## src/sv/crb_pkg.sv

```systemverilog
// Shared types and constants of the chunk reorder buffer.
// Holds field widths, result status codes, the slot entry layout and the
// request and response types of the shared adder unit. No dependencies.
`timescale 1ns / 1ps
`default_nettype none
package crb_pkg;

	localparam int IDX_W    = 32;
	localparam int SIZE_W   = 24;
	localparam int HANDLE_W = 16;
	localparam int TOTAL_W  = 40;
	localparam int STATUS_W = 3;

	localparam logic [STATUS_W-1:0] ST_OK        = 3'd0;
	localparam logic [STATUS_W-1:0] ST_STALE     = 3'd1;
	localparam logic [STATUS_W-1:0] ST_DUPLICATE = 3'd2;
	localparam logic [STATUS_W-1:0] ST_OVERFLOW  = 3'd3;
	localparam logic [STATUS_W-1:0] ST_MISSING   = 3'd4;
	localparam logic [STATUS_W-1:0] ST_MISMATCH  = 3'd5;
	localparam logic [STATUS_W-1:0] ST_FAILED    = 3'd6;

	localparam logic CMD_CHUNK = 1'b0;
	localparam logic CMD_EOS   = 1'b1;

	typedef struct packed {
		logic                valid;
		logic [SIZE_W-1:0]   size;
		logic [HANDLE_W-1:0] handle;
	} slot_entry_t;

	typedef enum logic {
		ALU_ADD_SAT = 1'b0,
		ALU_SUB     = 1'b1
	} alu_op_t;

	typedef struct packed {
		logic               en;
		alu_op_t            op;
		logic [TOTAL_W-1:0] a;
		logic [TOTAL_W-1:0] b;
	} alu_req_t;

	typedef struct packed {
		logic [TOTAL_W-1:0] value;
		logic               carry;
	} alu_resp_t;

endpackage
`default_nettype wire

```

## src/sv/crb_slot_ram.sv

```systemverilog
// Slot memory of the chunk reorder buffer: one write port, one read port
// with registered read data. Depends on nothing but its parameters.
`timescale 1ns / 1ps
`default_nettype none
module crb_slot_ram #(
	parameter int DEPTH  = 16,
	parameter int DATA_W = 41
) (
	input  wire logic                     clk,
	input  wire logic                     wr_en,
	input  wire logic [$clog2(DEPTH)-1:0] wr_addr,
	input  wire logic [DATA_W-1:0]        wr_data,
	input  wire logic                     rd_en,
	input  wire logic [$clog2(DEPTH)-1:0] rd_addr,
	output logic      [DATA_W-1:0]        rd_data
);

	logic [DATA_W-1:0] mem_q [DEPTH];
	logic [DATA_W-1:0] rd_data_q;

	always_ff @(posedge clk) begin
		if (wr_en) begin
			mem_q[wr_addr] <= wr_data;
		end
	end

	always_ff @(posedge clk) begin
		if (rd_en) begin
			rd_data_q <= mem_q[rd_addr];
		end
	end

	assign rd_data = rd_data_q;

endmodule
`default_nettype wire

```

## src/sv/crb_alu.sv

```systemverilog
// Shared 40-bit adder of the chunk reorder buffer with a result register.
// Does saturating adds and subtracts with borrow; uses crb_pkg.
`timescale 1ns / 1ps
`default_nettype none
module crb_alu (
	input  wire logic               clk,
	input  wire crb_pkg::alu_req_t  req,
	output crb_pkg::alu_resp_t      resp
);
	import crb_pkg::*;

	logic [TOTAL_W:0]   wide;
	logic [TOTAL_W-1:0] value_d;
	logic [TOTAL_W-1:0] value_q;
	logic               carry_q;

	always_comb begin
		case (req.op)
			ALU_ADD_SAT: begin
				wide    = {1'b0, req.a} + {1'b0, req.b};
				value_d = wide[TOTAL_W] ? {TOTAL_W{1'b1}} : wide[TOTAL_W-1:0];
			end
			ALU_SUB: begin
				wide    = {1'b0, req.a} - {1'b0, req.b};
				value_d = wide[TOTAL_W-1:0];
			end
			default: begin
				wide    = '0;
				value_d = '0;
			end
		endcase
	end

	always_ff @(posedge clk) begin
		if (req.en) begin
			value_q <= value_d;
			carry_q <= wide[TOTAL_W];
		end
	end

	assign resp.value = value_q;
	assign resp.carry = carry_q;

endmodule
`default_nettype wire

```

## src/sv/chunk_reorder_buffer_unit.sv

```systemverilog
// Top level of the chunk reorder buffer: sequencer, state registers and
// output register. Uses crb_pkg, crb_slot_ram and crb_alu.
`timescale 1ns / 1ps
`default_nettype none
// After reset the block clears its WINDOW slot entries, one per cycle, and
// holds in_stall high while it does so; configuration writes are taken at
// any time. Chunk beats are then taken one at a time. A beat that gives a
// single status result (end of stream, any error, or an already failed
// block) ends once that result is pushed. A stored chunk is checked on the
// adder and its slot is read and written; each chunk it releases is then
// read from the slot memory, added on the one shared 40-bit adder, which
// every release uses once, and cleared. A finished result waits in the
// output register while the next beat is accepted.
module chunk_reorder_buffer_unit #(
	parameter int WINDOW = 16
) (
	input  wire logic                          clk,
	input  wire logic                          arst_n,
	input  wire logic                          cfg_valid,
	output logic                               cfg_ready,
	input  wire logic [crb_pkg::TOTAL_W-1:0]   cfg_data,
	input  wire logic                          in_valid,
	output logic                               in_stall,
	input  wire logic                          cmd,
	input  wire logic [crb_pkg::IDX_W-1:0]     seq_index,
	input  wire logic [crb_pkg::SIZE_W-1:0]    chunk_size,
	input  wire logic [crb_pkg::HANDLE_W-1:0]  payload_handle,
	output logic                               out_valid,
	input  wire logic                          out_stall,
	output logic                               emit_valid,
	output logic      [crb_pkg::IDX_W-1:0]     emit_index,
	output logic      [crb_pkg::SIZE_W-1:0]    emit_size,
	output logic      [crb_pkg::HANDLE_W-1:0]  emit_handle,
	output logic      [crb_pkg::TOTAL_W-1:0]   running_total,
	output logic      [crb_pkg::STATUS_W-1:0]  status,
	output logic                               stream_done,
	output logic                               last
);
	import crb_pkg::*;

	localparam int LW  = $clog2(WINDOW);
	localparam int LW1 = LW + 1;
	localparam int PW  = $clog2(WINDOW + 1);
	localparam logic [LW1-1:0]   WIN_L  = LW1'(WINDOW);
	localparam logic [LW-1:0]    LAST_S = LW'(WINDOW - 1);
	localparam logic [IDX_W-1:0] WIN_I  = IDX_W'(WINDOW);

	localparam logic [2:0] S_CLEAR     = 3'd0;
	localparam logic [2:0] S_IDLE      = 3'd1;
	localparam logic [2:0] S_EVAL      = 3'd2;
	localparam logic [2:0] S_DUP       = 3'd3;
	localparam logic [2:0] S_DRAIN_RD  = 3'd4;
	localparam logic [2:0] S_DRAIN_CHK = 3'd5;
	localparam logic [2:0] S_DRAIN_UPD = 3'd6;

	logic [2:0]          state_q, state_d;
	logic [LW-1:0]       clr_q;
	logic [IDX_W-1:0]    ne_q;
	logic [LW-1:0]       head_q;
	logic [PW-1:0]       pend_q;
	logic [TOTAL_W-1:0]  total_q;
	logic [TOTAL_W-1:0]  exp_q;
	logic                failed_q;
	logic                hold_q;
	logic                out_valid_q;

	logic                cmd_q;
	logic [IDX_W-1:0]    idx_q;
	logic [SIZE_W-1:0]   size_q;
	logic [HANDLE_W-1:0] handle_q;
	logic [LW-1:0]       slot_q;
	logic [IDX_W-1:0]    hold_idx_q;
	logic [SIZE_W-1:0]   hold_size_q;
	logic [HANDLE_W-1:0] hold_handle_q;
	logic [TOTAL_W-1:0]  hold_total_q;

	logic                emit_valid_q;
	logic [IDX_W-1:0]    emit_index_q;
	logic [SIZE_W-1:0]   emit_size_q;
	logic [HANDLE_W-1:0] emit_handle_q;
	logic [TOTAL_W-1:0]  running_total_q;
	logic [STATUS_W-1:0] status_q;
	logic                stream_done_q;
	logic                last_q;

	logic                accept;
	logic                out_free;
	logic                push;
	logic                p_emit;
	logic [IDX_W-1:0]    p_idx;
	logic [SIZE_W-1:0]   p_size;
	logic [HANDLE_W-1:0] p_handle;
	logic [TOTAL_W-1:0]  p_total;
	logic [STATUS_W-1:0] p_status;
	logic                p_done;
	logic                p_last;
	logic                set_failed;
	logic                do_insert;
	logic                do_release;
	logic                clear_hold;

	logic                ram_wr_en;
	logic [LW-1:0]       ram_wr_addr;
	slot_entry_t         ram_wr_data;
	logic                ram_rd_en;
	logic [LW-1:0]       ram_rd_addr;
	logic [$bits(slot_entry_t)-1:0] ram_rd_raw;
	slot_entry_t         ram_rd;

	alu_req_t            alu_req;
	alu_resp_t           alu_resp;

	logic [LW1-1:0]      slot_sum;
	logic [LW1-1:0]      slot_wrap;
	logic [LW-1:0]       head_next;

	crb_slot_ram #(
		.DEPTH  (WINDOW),
		.DATA_W ($bits(slot_entry_t))
	) u_slot_ram (
		.clk     (clk),
		.wr_en   (ram_wr_en),
		.wr_addr (ram_wr_addr),
		.wr_data (ram_wr_data),
		.rd_en   (ram_rd_en),
		.rd_addr (ram_rd_addr),
		.rd_data (ram_rd_raw)
	);

	assign ram_rd = slot_entry_t'(ram_rd_raw);

	crb_alu u_alu (
		.clk  (clk),
		.req  (alu_req),
		.resp (alu_resp)
	);

	assign cfg_ready = 1'b1;
	assign in_stall  = (state_q != S_IDLE);
	assign accept    = in_valid && !in_stall;
	assign out_free  = !out_valid_q || !out_stall;

	assign slot_sum  = {1'b0, head_q} + {1'b0, alu_resp.value[LW-1:0]};
	assign slot_wrap = (slot_sum >= WIN_L) ? (slot_sum - WIN_L) : slot_sum;
	assign head_next = (head_q == LAST_S) ? '0 : head_q + 1'b1;

	always_comb begin
		state_d     = state_q;
		push        = 1'b0;
		p_emit      = 1'b0;
		p_idx       = '0;
		p_size      = '0;
		p_handle    = '0;
		p_total     = total_q;
		p_status    = ST_OK;
		p_done      = 1'b0;
		p_last      = 1'b1;
		set_failed  = 1'b0;
		do_insert   = 1'b0;
		do_release  = 1'b0;
		clear_hold  = 1'b0;
		ram_wr_en   = 1'b0;
		ram_wr_addr = head_q;
		ram_wr_data = '{valid: 1'b0, size: size_q, handle: handle_q};
		ram_rd_en   = 1'b0;
		ram_rd_addr = head_q;
		alu_req     = '{en: 1'b0, op: ALU_SUB, a: '0, b: '0};

		case (state_q)
			S_CLEAR: begin
				ram_wr_en   = 1'b1;
				ram_wr_addr = clr_q;
				if (clr_q == LAST_S) begin
					state_d = S_IDLE;
				end
			end
			S_IDLE: begin
				if (accept) begin
					alu_req.en = 1'b1;
					alu_req.op = ALU_SUB;
					if (cmd == CMD_EOS) begin
						alu_req.a = total_q;
						alu_req.b = exp_q;
					end else begin
						alu_req.a = TOTAL_W'(seq_index);
						alu_req.b = TOTAL_W'(ne_q);
					end
					state_d = S_EVAL;
				end
			end
			S_EVAL: begin
				if (failed_q) begin
					p_status = ST_FAILED;
					p_done   = cmd_q;
					push     = out_free;
				end else if (cmd_q == CMD_EOS) begin
					p_done = 1'b1;
					if (pend_q != '0) begin
						p_status = ST_MISSING;
					end else if (exp_q != '0 && alu_resp.value != '0) begin
						p_status = ST_MISMATCH;
					end
					push       = out_free;
					set_failed = out_free && (p_status != ST_OK);
				end else if (alu_resp.carry) begin
					p_status   = ST_STALE;
					push       = out_free;
					set_failed = out_free;
				end else if (alu_resp.value[IDX_W-1:0] >= WIN_I) begin
					p_status   = ST_OVERFLOW;
					push       = out_free;
					set_failed = out_free;
				end else begin
					ram_rd_en   = 1'b1;
					ram_rd_addr = slot_wrap[LW-1:0];
					state_d     = S_DUP;
				end
				if (push) begin
					state_d = S_IDLE;
				end
			end
			S_DUP: begin
				if (ram_rd.valid) begin
					p_status   = ST_DUPLICATE;
					push       = out_free;
					set_failed = out_free;
					if (out_free) begin
						state_d = S_IDLE;
					end
				end else begin
					ram_wr_en   = 1'b1;
					ram_wr_addr = slot_q;
					ram_wr_data = '{valid: 1'b1, size: size_q, handle: handle_q};
					do_insert   = 1'b1;
					state_d     = S_DRAIN_RD;
				end
			end
			S_DRAIN_RD: begin
				ram_rd_en   = 1'b1;
				ram_rd_addr = head_q;
				state_d     = S_DRAIN_CHK;
			end
			S_DRAIN_CHK: begin
				if (ram_rd.valid) begin
					alu_req.en = 1'b1;
					alu_req.op = ALU_ADD_SAT;
					alu_req.a  = total_q;
					alu_req.b  = TOTAL_W'(ram_rd.size);
					state_d    = S_DRAIN_UPD;
				end else begin
					if (hold_q) begin
						p_emit   = 1'b1;
						p_idx    = hold_idx_q;
						p_size   = hold_size_q;
						p_handle = hold_handle_q;
						p_total  = hold_total_q;
					end
					push       = out_free;
					clear_hold = out_free;
					if (out_free) begin
						state_d = S_IDLE;
					end
				end
			end
			S_DRAIN_UPD: begin
				if (!hold_q || out_free) begin
					if (hold_q) begin
						push     = 1'b1;
						p_emit   = 1'b1;
						p_idx    = hold_idx_q;
						p_size   = hold_size_q;
						p_handle = hold_handle_q;
						p_total  = hold_total_q;
						p_last   = 1'b0;
					end
					ram_wr_en   = 1'b1;
					ram_wr_addr = head_q;
					ram_wr_data = '{valid: 1'b0, size: ram_rd.size, handle: ram_rd.handle};
					do_release  = 1'b1;
					state_d     = S_DRAIN_RD;
				end
			end
			default: begin
				state_d = S_IDLE;
			end
		endcase
	end

	always_ff @(posedge clk or negedge arst_n) begin
		if (!arst_n) begin
			state_q     <= S_CLEAR;
			clr_q       <= '0;
			ne_q        <= '0;
			head_q      <= '0;
			pend_q      <= '0;
			total_q     <= '0;
			exp_q       <= '0;
			failed_q    <= 1'b0;
			hold_q      <= 1'b0;
			out_valid_q <= 1'b0;
		end else begin
			state_q <= state_d;
			if (state_q == S_CLEAR) begin
				clr_q <= clr_q + 1'b1;
			end
			if (cfg_valid && cfg_ready) begin
				exp_q <= cfg_data;
			end
			if (set_failed) begin
				failed_q <= 1'b1;
			end
			if (do_insert) begin
				pend_q <= pend_q + 1'b1;
			end
			if (do_release) begin
				pend_q  <= pend_q - 1'b1;
				total_q <= alu_resp.value;
				ne_q    <= ne_q + 1'b1;
				head_q  <= head_next;
				hold_q  <= 1'b1;
			end else if (clear_hold) begin
				hold_q <= 1'b0;
			end
			if (push) begin
				out_valid_q <= 1'b1;
			end else if (out_valid_q && !out_stall) begin
				out_valid_q <= 1'b0;
			end
		end
	end

	always_ff @(posedge clk) begin
		if (accept) begin
			cmd_q    <= cmd;
			idx_q    <= seq_index;
			size_q   <= chunk_size;
			handle_q <= payload_handle;
		end
		if (state_q == S_EVAL) begin
			slot_q <= slot_wrap[LW-1:0];
		end
		if (do_release) begin
			hold_idx_q    <= ne_q;
			hold_size_q   <= ram_rd.size;
			hold_handle_q <= ram_rd.handle;
			hold_total_q  <= alu_resp.value;
		end
		if (push) begin
			emit_valid_q    <= p_emit;
			emit_index_q    <= p_idx;
			emit_size_q     <= p_size;
			emit_handle_q   <= p_handle;
			running_total_q <= p_total;
			status_q        <= p_status;
			stream_done_q   <= p_done;
			last_q          <= p_last;
		end
	end

	assign out_valid     = out_valid_q;
	assign emit_valid    = emit_valid_q;
	assign emit_index    = emit_index_q;
	assign emit_size     = emit_size_q;
	assign emit_handle   = emit_handle_q;
	assign running_total = running_total_q;
	assign status        = status_q;
	assign stream_done   = stream_done_q;
	assign last          = last_q;

`ifndef SYNTHESIS
	assert property (@(posedge clk) disable iff (!arst_n)
		pend_q <= PW'(WINDOW))
		else $error("pending count exceeds the window");

	assert property (@(posedge clk) disable iff (!arst_n)
		push |-> (!out_valid_q || !out_stall))
		else $error("output register overwritten while a beat waits");

	assert property (@(posedge clk) disable iff (!arst_n)
		failed_q |=> failed_q)
		else $error("failed flag cleared");

	assert property (@(posedge clk) disable iff (!arst_n)
		(out_valid && emit_valid) |-> (status == ST_OK && !stream_done))
		else $error("released chunk carries an error or end of stream");

	assert property (@(posedge clk) disable iff (!arst_n)
		(state_q == S_DUP) |-> (idx_q - ne_q < WIN_I))
		else $error("insert outside the window");
`endif

endmodule
`default_nettype wire
```

## config.mk

```make
export PLATFORM = sky130hd
export DESIGN_NAME = chunk_reorder_buffer_unit
export DESIGN_NICKNAME = d
export VERILOG_FILES = /design/src/sv/crb_pkg.sv /design/src/sv/crb_slot_ram.sv /design/src/sv/crb_alu.sv /design/src/sv/chunk_reorder_buffer_unit.sv
export SDC_FILE = /design/constraint.sdc
export NUM_CORES = 2
export LEC_CHECK = 0
export ABC_AREA = 1
export BUFFER_PORTS_ARGS = -buffer_cell sky130_fd_sc_hd__buf_2
export CORE_MARGIN = 1
export CORE_UTILIZATION = 60
export CTS_CLUSTER_SIZE = 12
export DETAILED_ROUTE_END_ITERATION = 7
export PLACE_DENSITY = 0.87
export SYNTH_ARGS = -nofsm -noshare
export SYNTH_HDL_FRONTEND = slang
export SYNTH_SLANG_ARGS = --single-unit
```

## constraint.sdc

```tcl
create_clock -name clk -period 10.4 [get_ports clk]
set_input_delay 0 -clock clk [delete_from_list [all_inputs] [get_ports clk]]
set_output_delay 0 -clock clk [all_outputs]
set_load 0.005 [all_outputs]
```

# After elaboration in Yosys (flattened, before gate mapping)
# Memories as Yosys holds them, arrays and structs flattened. A register that Yosys moved wholly into a read port is not among the register bits.
# Index checks and enable logic that the tools add are counted.
[classes]
addsub = 9
order_cmp = 2
eq_ne = 16
mux = 95
bitwise_logic = 1
reduce_logical = 20
[op_table]
columns = ["operator", "count"]
rows = [
  ["40-bit 2-to-1 mux", 5],
  ["82-bit 2-to-1 mux", 2],
  ["41-bit one-hot mux with 2 select lines", 2],
  ["82-bit one-hot mux with 2 select lines", 1],
  ["40-bit one-hot mux with 2 select lines", 2],
  ["32-bit 2-to-1 mux", 3],
  ["80-bit 2-to-1 mux", 1],
  ["40-bit nonzero test", 2],
  ["24-bit 2-to-1 mux", 3],
  ["32-bit one-hot mux with 2 select lines", 1],
  ["3-bit 2-to-1 mux", 18],
  ["16-bit 2-to-1 mux", 3],
  ["24-bit one-hot mux with 2 select lines", 1],
  ["40-bit by 40-bit adder with 41-bit output", 1],
  ["41-bit 2-to-1 mux", 1],
  ["40-bit by 40-bit subtractor with 41-bit output", 1],
  ["32-bit by 1-bit adder with 32-bit output, second input constant", 1],
  ["32-bit by 5-bit >= comparator with 1-bit output, second input constant", 1],
  ["4-bit 2-to-1 mux", 8],
  ["16-bit one-hot mux with 2 select lines", 1],
  ["1-bit 2-to-1 mux", 30],
  ["3-bit one-hot mux with 7 select lines", 1],
  ["5-bit 2-to-1 mux", 2],
  ["3-bit == test, second input constant", 3],
  ["29 further kinds", 49],
]
[totals]
register_bits = 447
mem_bits_rw = 656
output_inout_bits = 121
wordCells = 172
n_memories = 1
[memory_table]
columns = ["name", "depth", "word_bits", "read_ports", "rd_ports_with_merged_regs", "wr", "line_no", "rtl"]
rows = [
  ["u_slot_ram.mem_q", 16, 41, 1, 1, 1, "crb_slot_ram.sv:18", "logic [DATA_W-1:0] mem_q [DEPTH];"],
]

# Logic depth before layout (Yosys ltp)
[depth]
word_depth = 12
ltp_mapped = 26

# Cells and area by module
# From an unflattened synthesis, not the netlist that was laid out.
[unflattened]
cells_unflattened = 5969
area_unflattened_um2 = 55453.2
[modules_own_cells]
columns = ["mod", "n_inst", "cells_per_inst", "area_each_um2", "seq_area_each_um2"]
rows = [
  ["crb_slot_ram", 1, 2708, 29514.6, 20930.1],
  ["chunk_reorder_buffer_unit", 1, 1811, 17917.2, 11536.1],
  ["crb_alu", 1, 1450, 8021.4, 1231.2],
]

# Worst setup path before layout
# Ideal clock, no wire load.
[synth_timing]
path_type = "register to register"
start = "register state_q[0]"
end = "register pend_q[3]"
setup_ns = 0.125
t_arrival_ns = 5.863
t_required_ns = 10.275
setup_slack_ns = 4.413
path_stages_with_launch = 13
n_path_buf = 2
path_cell_list = "dfrtp_1 inv_2 nand2_1 nor2_2 nand2_2 inv_1 clkbuf_1 buf_1 ha_1 a21oi_1 nand2_1 xor2_1 mux2_2"
[synth_between]
elab_chain_len = 3
[synth_rtl]
columns = ["item", "line_no", "rtl"]
rows = [
  ["from (decl)", "chunk_reorder_buffer_unit.sv:56", "logic [2:0] state_q, state_d;"],
  ["from (signal assigned)", "chunk_reorder_buffer_unit.sv:302", "state_q <= state_d;"],
  ["3-bit == test *", "chunk_reorder_buffer_unit.sv:169", "case (state_q)"],
  ["1-bit 2-to-1 mux *", "chunk_reorder_buffer_unit.sv:169", ""],
  ["net do_release", "chunk_reorder_buffer_unit.sv:99", "logic do_release;"],
  ["5-bit 2-to-1 mux / 2-bit nonzero test (equally long branches)", "--", ""],
  ["to (signal assigned)", "chunk_reorder_buffer_unit.sv:313", "pend_q <= pend_q + 1'b1;"],
  ["to (signal assigned)", "chunk_reorder_buffer_unit.sv:316", "pend_q <= pend_q - 1'b1;"],
  ["to (decl)", "chunk_reorder_buffer_unit.sv:60", "logic [PW-1:0] pend_q;"],
]
# The timed path passes the listed nets; every way through them passes the cells marked *.
# A chain may end at the register's enable or synchronous reset.

# Worst setup path after layout
[layout_timing]
start = "register state_q[2]"
end = "register u_alu.value_q[10] (data pin)"
[layout_between]
elab_chain_len = 8
[layout_rtl]
columns = ["item", "line_no", "rtl"]
rows = [
  ["3-bit by 1-bit != test with 1-bit output", "chunk_reorder_buffer_unit.sv:139", "assign in_stall = (state_q != S_IDLE);"],
  ["1-bit zero test", "chunk_reorder_buffer_unit.sv:140", "assign accept = in_valid && !in_stall;"],
  ["1-bit logical AND", "chunk_reorder_buffer_unit.sv:140", ""],
  ["82-bit 2-to-1 mux", "chunk_reorder_buffer_unit.sv:178", "if (accept) begin"],
  ["82-bit one-hot mux with 2 select lines *", "chunk_reorder_buffer_unit.sv:169", ""],
  ["40-bit by 40-bit adder with 41-bit output", "crb_alu.sv:20", "wide = {1'b0, req.a} + {1'b0, req.b};"],
  ["40-bit 2-to-1 mux", "crb_alu.sv:21", "value_d = wide[TOTAL_W] ? {TOTAL_W{1'b1}} : wide[TOTAL_W-1:0];"],
  ["40-bit one-hot mux with 2 select lines *", "crb_alu.sv:18", "case (req.op)"],
  ["net u_alu.value_d[10]", "crb_alu.sv:13", "logic [TOTAL_W-1:0] value_d;"],
  ["to (signal assigned)", "crb_alu.sv:36", "value_q <= value_d;"],
  ["to (decl)", "crb_alu.sv:14", "logic [TOTAL_W-1:0] value_q;"],
]
# Marked as above.

==> results.sh <==
export IMPL_ir_drop_v=0.000230
export IMPL_insertion_delay_ps=720
export IMPL_reg2reg_to="u_alu.value_q[10]"
export IMPL_status="complete, but fails checks"
export IMPL_syn_area_um2=52600
export IMPL_wl_um=168000
export IMPL_antenna_found_initial=11
export IMPL_grt_pass1_vias=39400
export IMPL_synth_most_common_cell="edfxtp_1"
export IMPL_synth_edf_count=1013
export IMPL_path_class="flop to flop"
export IMPL_synth_top_area_share_pct=57.9
export IMPL_ys_async_sr_fraction_pct=11.5
export IMPL_grt_usage_pct=37.2
export IMPL_hold_class="input pin to flop"
export IMPL_end_kind="flop"
export IMPL_vias=40600
export IMPL_viasPerCell=6.43
export IMPL_fmax_mhz=176
export IMPL_reg2reg_from="state_q[2]"
export IMPL_met1_usage_pct=47.6
export IMPL_rsz0062_at_grt="no"
export IMPL_hold_viol_final=0
export IMPL_use_met2_pct=58.2
export IMPL_layout_drive_gt1_share_pct=15.7
export IMPL_required_ps=10810
export IMPL_port_buffers=237
export IMPL_min_from="cfg_valid"
export IMPL_post_route_period_util_pct=54.7
export IMPL_synth_avg_cell_area_um2=11.0
export IMPL_min_to="exp_q[15]"
export IMPL_ys_warn_count=0
export IMPL_start_util_pct=60.6
export IMPL_min_path_cells=4
export IMPL_p_leak_nw=23.1
export IMPL_wl_per_cell_um=26.5
export IMPL_synth_largest_area_cell="edfxtp_1"
export IMPL_drv_slew=2
export IMPL_drv_cap=1
export IMPL_grt_pass1_wl_um=245000
export IMPL_row_count=108
export IMPL_drtIter0Drc=5911
export IMPL_synthTopCellsByCount="1,013 x edfxtp_1, 733 x nand2_1, 476 x inv_1"
export IMPL_worstPathArrival_ps=6100
export IMPL_grt_busiest_layer="met2"
export IMPL_cts_htree_levels=3
export IMPL_period_minus_slack_ps=5690
export IMPL_die_area_um2=88800
export IMPL_skew_ps=74.1
export IMPL_root_buffer="clkbuf_16"
export IMPL_core_um2=86800
export IMPL_gp_congestion=1.06
export IMPL_cts_tree="yes"
export IMPL_finalSetupTns_ps=0
export IMPL_synth_seq_area_share_pct=64.1
export IMPL_grt_overflow=0
export IMPL_tightest_slew_ps=1510
export IMPL_cp_max_fo=68
export IMPL_finalSetupViolCount=0
export IMPL_die_w_um=298
export IMPL_reg2reg_depth=15
export IMPL_synth_fp_nets=5005
export IMPL_place_hpwl_um=99700
export IMPL_cts_sinks=1144
export IMPL_final_nets=5291
export IMPL_ioPinCount=239
export IMPL_ys_ff_latch=1144
export IMPL_ant_nets=0
export IMPL_slew_headroom_pct=-1.64
export IMPL_die_h_um=298
export IMPL_grt_max_degree=165
export IMPL_use_met3_pct=8.86
export IMPL_layout_setup_ws_ps=4710
export IMPL_syn_inst=4798
export IMPL_ctsLongestPathBuffers=3
export IMPL_path_clk_slew_ps=60
export IMPL_post_cts_setup_buffer_count=0
export IMPL_p_per_area_nw_per_um2=297
export IMPL_areaGrowthSynthToFinish_pct=13.4
export IMPL_rrSetupSlack_ps=4710
export IMPL_drc=18
export IMPL_startpoint_type="flop"
export IMPL_synth_area_leaders="edfxtp_1 58%, dfrtp_1 6.2%, nand2_1 5.2%, o211ai_1 4.6%, or2_2 3.4%"
export IMPL_violations="DRC, capacitance limit, slew limit"
export IMPL_synth_ff_type="edfxtp_1"
export IMPL_dr_pass1_iters=8
export IMPL_synth_cell_types=58
export IMPL_cts_inserted_buffers=112
export IMPL_post_place_ws_ps=4990
==> critical path: stages, from the launching register on <==
cell       delay (ps)
dfrtp_1           440
inv_2             180
nand4_2           240
inv_4             440
buf_4             830
nand2_1           180
inv_1             110
ha_1              350
a21oi_1           310
o21ai_0           280
a21oi_1           300
o2111ai_1         210
a21oi_4           620
inv_2             170
nand2_4           370
nand3_1           160
==> placed cells by master (no fill, tap or decap), types with 71 or more instances in the layout <==
master	count
a21oi_1	150
buf_2	236
clkbuf_16	114
dfrtp_1	131
dlygate4sd3_1	132
edfxtp_1	1013
ha_1	87
inv_1	473
nand2_1	731
nand3_1	357
nor2_1	257
nor3b_1	71
o211ai_1	324
o21ai_0	306
or2_2	289
==> flip-flops by register name (all words and copies together) (netlist names), 24 cells and up <==
signal,cells
emit_index,32
emit_size,24
exp_q,40
hold_idx_q,32
hold_size_q,24
hold_total_q,40
ne_q,32
running_total,40
size_q,24
total_q,40
u_alu.value_q,40
u_slot_ram.mem_q,656
u_slot_ram.rd_data,41
==> through the flow <==
step | util, % | power [mW] | hold WS, ps | cell area [um^2] | cells
final | 68.7 | 17.7 | 16.2 | 59600 | 6322
after floorplan | - | 11.1 | -296 | 52600 | 4798
after global routing | 68.7 | 18.3 | 6.30 | 59600 | 6321
after CTS | 68.7 | 17.4 | 0.690 | 59600 | 6318
after detailed placement | 63.2 | 13.4 | 42.3 | 54800 | 5992
after global placement | 63.2 | 13.2 | 32.0 | 54800 | 5992
==> worst max path at each step <==
stage | from | to | slack, ps | depth (start not counted)
2_1_floorplan | state_q[0] | pend_q[3] | 4410 | 12
3_3_place_gp | state_q[2] | u_alu.value_q[32] | 5150 | 15
3_5_place_dp | state_q[2] | u_alu.value_q[12] | 4990 | 17
4_1_cts | state_q[2] | u_alu.value_q[26] | 4940 | 17
5_1_grt | state_q[2] | u_alu.value_q[32] | 4540 | 17
6_report | state_q[2] | u_alu.value_q[10] | 4710 | 15
==> report_power, final <==
group | leakage [nW] | internal (mW) | switching [mW]
sequential | 10.8 | 6.48 | 0.445
clock | 1.63 | 2.14 | 1.72
combinational | 10.7 | 1.96 | 4.92
total | 23.1 | 10.6 | 7.09
==> timing repair <==
item                      CTS  global route
hold buffers              133             0
gates resized for setup     0             0
hold endpoints to repair  144             0
==> kinds of logic (layout without fill, tap and decap cells) <==
logic type      count (synthesis)  count (layout)  share of synthesized area (%)
xor+xnor                       52              52                          0.867
other cells                     1               5                        0.00713
simple gates                 1869            1869                           16.9
fa+ha+maj                      89              89                           2.15
flops                        1144            1144                           64.1
compound gates                896             896                           10.5
buf+inv                       745            1110                           5.43
mux                             2               2                         0.0428
==> area by class of cell <==
class / count / area (um^2)
sequential: 1144 / 33700
fill: 5717 / 27100
multi-input combinational: 2909 / 16200
clock buffer: 175 / 3140
timing repair buffer: 426 / 2970
inverter: 491 / 1860
tap: 1155 / 1450
clock inverter: 18 / 265
antenna: 4 / 10.0
==> layer usage <==
layer  share of wire [%]  up-vias  routed length (um)
met1                  34    19200               57800
met5               0.028        -                  47
met2                  45     3332               76000
met3                  13      721               22400
li1                    -    17400                   -
met4                 6.8        8               11500
No activity file was read; power rests on OpenSTA's default activity.
